==> config.mk <==
export PLATFORM = sky130hd
export DESIGN_NAME = abrb_ctrl
export DESIGN_NICKNAME = d
export VERILOG_FILES = /design/src/rtl/abrb_pkg.sv /design/src/rtl/abrb_ctrl.sv
export SDC_FILE = /design/constraint.sdc
export NUM_CORES = 1
export LEC_CHECK = 0
export ABC_CLOCK_PERIOD_IN_PS = 1600
export BUFFER_PORTS_ARGS = -buffer_cell sky130_fd_sc_hd__buf_2
export CAP_MARGIN = 20
export CORE_AREA = 2 2 39 41
export DETAILED_ROUTE_END_ITERATION = 6
export DIE_AREA = 0 0 41 43
export SYNTH_ARGS = -nofsm -noshare
export SYNTH_HDL_FRONTEND = slang
export SYNTH_SLANG_ARGS = --single-unit
export TNS_END_PERCENT = 50
==> constraint.sdc <==
create_clock -name clk -period 1.6 [get_ports clk]
set_input_delay 0 -clock clk [delete_from_list [all_inputs] [get_ports clk]]
set_output_delay 0 -clock clk [all_outputs]
set_load 0.1 [all_outputs]
==> src/rtl/abrb_pkg.sv <==
// Shared types and constants for the audio block ring buffer.
`timescale 1ns / 1ps
`default_nettype none

package abrb_pkg;

    // Default sizing
    localparam int SLOTS_DEF        = 8;
    localparam int BLOCK_FRAMES_DEF = 32;

    // Capacity register value after reset
    localparam logic [3:0] CAP_RESET = 4'd8;

    // Stream widths, whole bytes
    localparam int S_TDATA_W = 56;
    localparam int M_TDATA_W = 168;

    // Request kinds carried in s_tuser
    localparam logic [1:0] KIND_PUSH    = 2'd0;
    localparam logic [1:0] KIND_PEEK    = 2'd1;
    localparam logic [1:0] KIND_CONSUME = 2'd2;

    typedef enum logic [0:0] {
        ST_IDLE,
        ST_PEEK
    } state_t;

    // Which result the datapath loads into the output register
    typedef enum logic [2:0] {
        RES_COMMIT,
        RES_EMPTY,
        RES_DONE,
        RES_HEAD_ZERO,
        RES_FRAME
    } res_sel_t;

    typedef struct packed {
        logic     push;
        logic     consume;
        logic     peek_start;
        logic     peek_emit;
        logic     load;
        res_sel_t res_sel;
    } cmd_t;

    typedef struct packed {
        logic ring_empty;
        logic head_zero;
        logic peek_last;
    } stat_t;

    typedef struct packed {
        logic [31:0] pushes;
        logic [31:0] drop_frames;
        logic [31:0] drop_blocks;
        logic [3:0]  peak;
        logic [3:0]  used;
        logic [5:0]  frames;
        logic [19:0] rate;
        logic [15:0] right;
        logic [15:0] left;
        logic        last;
        logic        empty;
        logic        ok;
    } result_t;

endpackage

`default_nettype wire

==> src/rtl/abrb_ctrl.sv <==
// Controller state machine: request acceptance, peek sequencing, output valid.
`timescale 1ns / 1ps
`default_nettype none

module abrb_ctrl (
    input  wire logic           clk,
    input  wire logic           rst_n,
    input  wire logic           s_tvalid,
    output logic                s_tready,
    input  wire logic [1:0]     s_tuser,
    input  wire logic           s_tlast,
    output logic                m_tvalid,
    input  wire logic           m_tready,
    input  wire abrb_pkg::stat_t stat,
    output abrb_pkg::cmd_t      cmd
);
    import abrb_pkg::*;

    state_t state_reg;
    state_t state_next;
    logic   out_valid_reg;
    logic   out_valid_next;
    logic   out_free;

    // Hold state and output valid
    always_ff @(posedge clk or negedge rst_n)
    begin
        if (!rst_n)
        begin
            state_reg     <= ST_IDLE;
            out_valid_reg <= 1'b0;
        end
        else
        begin
            state_reg     <= state_next;
            out_valid_reg <= out_valid_next;
        end
    end

    assign out_free = !out_valid_reg || m_tready;
    assign m_tvalid = out_valid_reg;

    // Decode requests and step through a peek run
    always_comb
    begin
        state_next = state_reg;
        cmd        = '0;
        s_tready   = 1'b0;
        case (state_reg)
            ST_IDLE:
            begin
                s_tready = out_free;
                if (s_tvalid && out_free)
                begin
                    case (s_tuser)
                        KIND_PUSH:
                        begin
                            cmd.push = 1'b1;
                            if (s_tlast)
                            begin
                                cmd.load    = 1'b1;
                                cmd.res_sel = RES_COMMIT;
                            end
                        end
                        KIND_PEEK:
                        begin
                            if (stat.ring_empty)
                            begin
                                cmd.load    = 1'b1;
                                cmd.res_sel = RES_EMPTY;
                            end
                            else if (stat.head_zero)
                            begin
                                cmd.load    = 1'b1;
                                cmd.res_sel = RES_HEAD_ZERO;
                            end
                            else
                            begin
                                cmd.peek_start = 1'b1;
                                state_next     = ST_PEEK;
                            end
                        end
                        KIND_CONSUME:
                        begin
                            cmd.consume = 1'b1;
                            cmd.load    = 1'b1;
                            cmd.res_sel = stat.ring_empty ? RES_EMPTY : RES_DONE;
                        end
                        default:
                        begin
                            // drop unknown kinds silently
                        end
                    endcase
                end
            end
            ST_PEEK:
            begin
                if (out_free)
                begin
                    cmd.peek_emit = 1'b1;
                    cmd.load      = 1'b1;
                    cmd.res_sel   = RES_FRAME;
                    if (stat.peek_last)
                    begin
                        state_next = ST_IDLE;
                    end
                end
            end
            default:
            begin
                state_next = ST_IDLE;
            end
        endcase
    end

    // Output register is full after a load, empty once taken
    always_comb
    begin
        out_valid_next = cmd.load || (out_valid_reg && !m_tready);
    end

endmodule

`default_nettype wire

==> impl.org <==
** Critical path
- Launching element type of the critical path :: flop
- The critical path goes through nor2b_4 > a2111o_1 > o21ai_2 > buf_12.
- Critical path buffers and inverters :: 1
- On the worst path, the slowest cell contributes a delay of 0.48 ns.
- In this run the register-to-register setup slack is 0.44 ns.
- The setup path with the least slack is of type reg -> out.
- Cell class contributing the biggest share of worst-path delay :: flip-flops
- Slowest cell on the critical path :: sky130_fd_sc_hd__dfrtp_4
- Critical path fanouts, max :: 4
- Data on the critical path is required at its endpoint by 1.60 ns.
- Sort of element at the end of the critical path :: primary output
- For the worst setup path, the data arrival time is 1.53 ns.

** STA
- In this run the tightest slew margin relative to its limit is 67.61%.
- At the pin with the least slew margin, the transition time is 0.4892 ns.
- Pins Over Slew Limit :: 0
- The count of final hold-check violations was 0.
- After layout, the worst path uses 95.75% of the clock period.
- Timing would allow up to 0.6528 GHz.
- The worst path needs 1.532 ns of the cycle, external delays included.
- For the final database, setup skew stands at 0.009235 ns.
- Final setup TNS :: 0 ns
- The worst path meets setup with 0.06802 ns of slack.
- Setup repair after global routing left no endpoint under its margin.
- Worst-case hold slack :: 0.09867 ns
- Setup violations remaining at the end of the flow were counted as 0.

** Layout
- The repair_antennas step left the layout with diodes totalling 0.
- Fraction of layout instances using a drive strength above 1 :: 65.38%
- At the end of the flow, the number of nets in the layout was 63.
- Total non-filler cell area in the finished layout :: 528.0 µm²
- Excluding fillers, the count of instances in the completed layout stands at 68.
- Layout-stage area growth over the synthesis result :: 168.8%

** Yosys
- The number of different library cells used by synthesis comes to 15.
- The cell count after synthesis came out at 29.
- For this run, the number of Yosys warnings is 0.
- Yosys mapped a number of flops with a built-in enable equal to 0.
- Of all cell types, the one taking the most synthesized area is sky130_fd_sc_hd__dfrtp_1.
- Synthesis inferred 2 register bits.
- Avg Inst Size Synth :: 6.774 µm²
- Yosys attributes the largest share of cell area to sky130_fd_sc_hd__dfrtp_1 (25%), sky130_fd_sc_hd__a21oi_1 (7.6%), sky130_fd_sc_hd__nor3_1 (7.6%).
- The cell area that synthesis handed to floorplanning was 196.4 µm².
- Predominant post-synthesis flop cell :: sky130_fd_sc_hd__dfrtp_1
- Top cell types by occurrence after synthesis :: sky130_fd_sc_hd__nor2_1 (4), sky130_fd_sc_hd__a21oi_1 (3), sky130_fd_sc_hd__nand2_1 (3), sky130_fd_sc_hd__nor3_1 (3)
- Counting every net in the synthesized netlist gives 39.
- Sequential cells were found to cover 25.48% of the synthesized design area.
- Area share of the leading cell type in the synthesized netlist :: 25.48%
- By instance count, the leading cell after synthesis is sky130_fd_sc_hd__nor2_1.
- Asr flop ratio synth :: 100.0%

** Placement
- Cell Count Post-Placement :: 63
- The placed instances occupy a cell area of 486.7 µm².
- Timing analysis after detailed placement gives a worst setup slack of 0.2515 ns.
- After legalization and detailed placement, the total HPWL measured 518.3 µm.
- Final weighted congestion in routability-driven placement :: 0.6422
- During placement, the flow inserted port buffers numbering 19.

** Clock network
- Clk Latency, worst-skew pair :: 0.23 ns
- Largest buffer count on any clock path :: 2
- In this run the number of H-tree levels came out at 1.
- Clock buffer count from CTS :: 3
- TritonCTS built the clock tree.
- The root buffer cell chosen for the clock tree is sky130_fd_sc_hd__clkbuf_4.
- Counting every sink on the clock net gives 2.
- Clock transition time at the flip-flop clock pins of the worst setup and hold paths :: 0.04 ns

** Outcome
- Outcome :: complete, no violations

** Die
- Top-level I/O count :: 20
- The initialized floorplan defines 14 standard-cell rows.
- The total area inside the core boundary comes to 0.001384 mm².
- Total die area :: 0.001763 mm²
- The initial utilization of the core area, before any placement, comes to 14.20%.
- Measured along the x axis, the die boundary spans 41 µm.
- The die is 43 µm tall.

** Power
- Dividing total power by cell area gives a power density of 912.6 mW/mm².
- Leak :: 0.2341 nW
- Max rail drop VDD :: 0.4650 mV

** GRT
- Pin count of the biggest net entering global routing :: 7
- The number of antenna violations at the first check in global routing came to 0.
- After global routing the overflow that remains totals 0.
- Across every metal layer, demand over resource in global routing totals 9.246%.
- Number of global-route vias before repair :: 251
- The first global-routing pass estimated 1014 µm of wire.

** Routing
- Antenna-violating nets left :: 0
- Vias per cell :: 4.088
- After detailed routing, the number of remaining DRC violations is 0.
- Count of routing violations after the opening detailed-route iteration :: 2
- The first detailed-routing pass took 2 iterations.
- For this block, the routed nets add up to 605 µm of wire.
- Number of vias after detailed routing :: 278
- Per-cell routed wire length :: 8.897 µm

** Min path
- The path class of the tightest hold or removal check is in -> async.

** Run
- Max-cap violations in this run came to 0.
[kinds of logic (layout without fill, tap and decap cells)]
kind of cell | after synthesis | after routing | share of synthesized area [%]
buffers and inverters | 3 | 26 | 7.646
flip-flops | 2 | 2 | 25.48
AND/OR/NAND/NOR | 16 | 16 | 40.76
AO/OA/AOI/OAI | 8 | 8 | 26.11
[metrics by stage]
step / total power, mW / util, %
3_3_place_gp: 0.3555 / 35.17
2_1_floorplan: 0.2829 / -
4_1_cts: 0.4915 / 38.16
6_report: 0.4818 / 38.16
5_1_grt: 0.5159 / 38.16
3_5_place_dp: 0.3566 / 35.17
[cells in the final DEF (no fill, tap or decap)]
cell                            instances
sky130_fd_sc_hd__a2111o_1               1
sky130_fd_sc_hd__a21oi_1                2
sky130_fd_sc_hd__a21oi_4                1
sky130_fd_sc_hd__and2b_1                1
sky130_fd_sc_hd__buf_12                 6
sky130_fd_sc_hd__buf_2                 13
sky130_fd_sc_hd__clkbuf_1               1
sky130_fd_sc_hd__clkbuf_4               3
sky130_fd_sc_hd__dfrtp_1                1
sky130_fd_sc_hd__dfrtp_4                1
sky130_fd_sc_hd__dlygate4sd3_1          1
sky130_fd_sc_hd__inv_1                  2
sky130_fd_sc_hd__nand2_1                3
sky130_fd_sc_hd__nand2b_4               1
sky130_fd_sc_hd__nand3_4                1
sky130_fd_sc_hd__nor2_1                 1
sky130_fd_sc_hd__nor2_2                 1
sky130_fd_sc_hd__nor2_4                 2
sky130_fd_sc_hd__nor2b_1                1
sky130_fd_sc_hd__nor2b_4                1
sky130_fd_sc_hd__nor3_1                 1
sky130_fd_sc_hd__nor3_4                 2
sky130_fd_sc_hd__nor3b_4                1
sky130_fd_sc_hd__o21ai_0                1
sky130_fd_sc_hd__o21ai_2                1
sky130_fd_sc_hd__o21bai_1               2
[layer usage]
metal  global-route usage [%]  up-vias  wire length (µm)
li1                         -      144                 -
met1                    9.677      123               241
met2                    12.19       11               316
met3                    4.188        0                47
met4                    10.00        0                 0
met5                        0        -                 0
[final timing paths]
| check | from | end | cells past startpoint |
|---|---|---|---|
| worst max-delay path | m_tvalid | cmd[3] | 4 |
| worst min-delay path | rst_n | m_tvalid | 2 |
| worst max register to register | m_tvalid | m_tvalid | 3 |
| worst min register to register | state_reg | m_tvalid | 2 |
| max in group asynchronous | rst_n | m_tvalid | 2 |
| min in group clk | stat[0] | state_reg | 3 |
[area by class of cell]
class / instances / area [µm²]
sequential: 2 / 53.80
multi-input combinational: 24 / 225.2
clock buffer: 4 / 26.28
tap: 16 / 20.02
timing repair buffer: 20 / 195.2
fill: 145 / 855.8
inverter: 2 / 7.507
[report_power, final]
group	switching, mW	internal, mW	leakage (nW)
combinational	0.211	0.0814	0.194
sequential	0.00672	0.0600	0.0247
clock	0.0304	0.0927	0.0150
[worst reg2reg max path, stage by stage (launching register included)]
cell,delay [ns]
sky130_fd_sc_hd__dfrtp_4,0.48
sky130_fd_sc_hd__nor2b_4,0.16
sky130_fd_sc_hd__a2111o_1,0.37
sky130_fd_sc_hd__nand2_1,0.08
[repair_timing]
action                     CTS  global route
hold buffers                 1             0
hold endpoints to repair     2             0
setup endpoints to repair    1             0
gates resized for setup      1             0
buffers inserted             0             0
No activity file was read; power rests on OpenSTA's default activity.
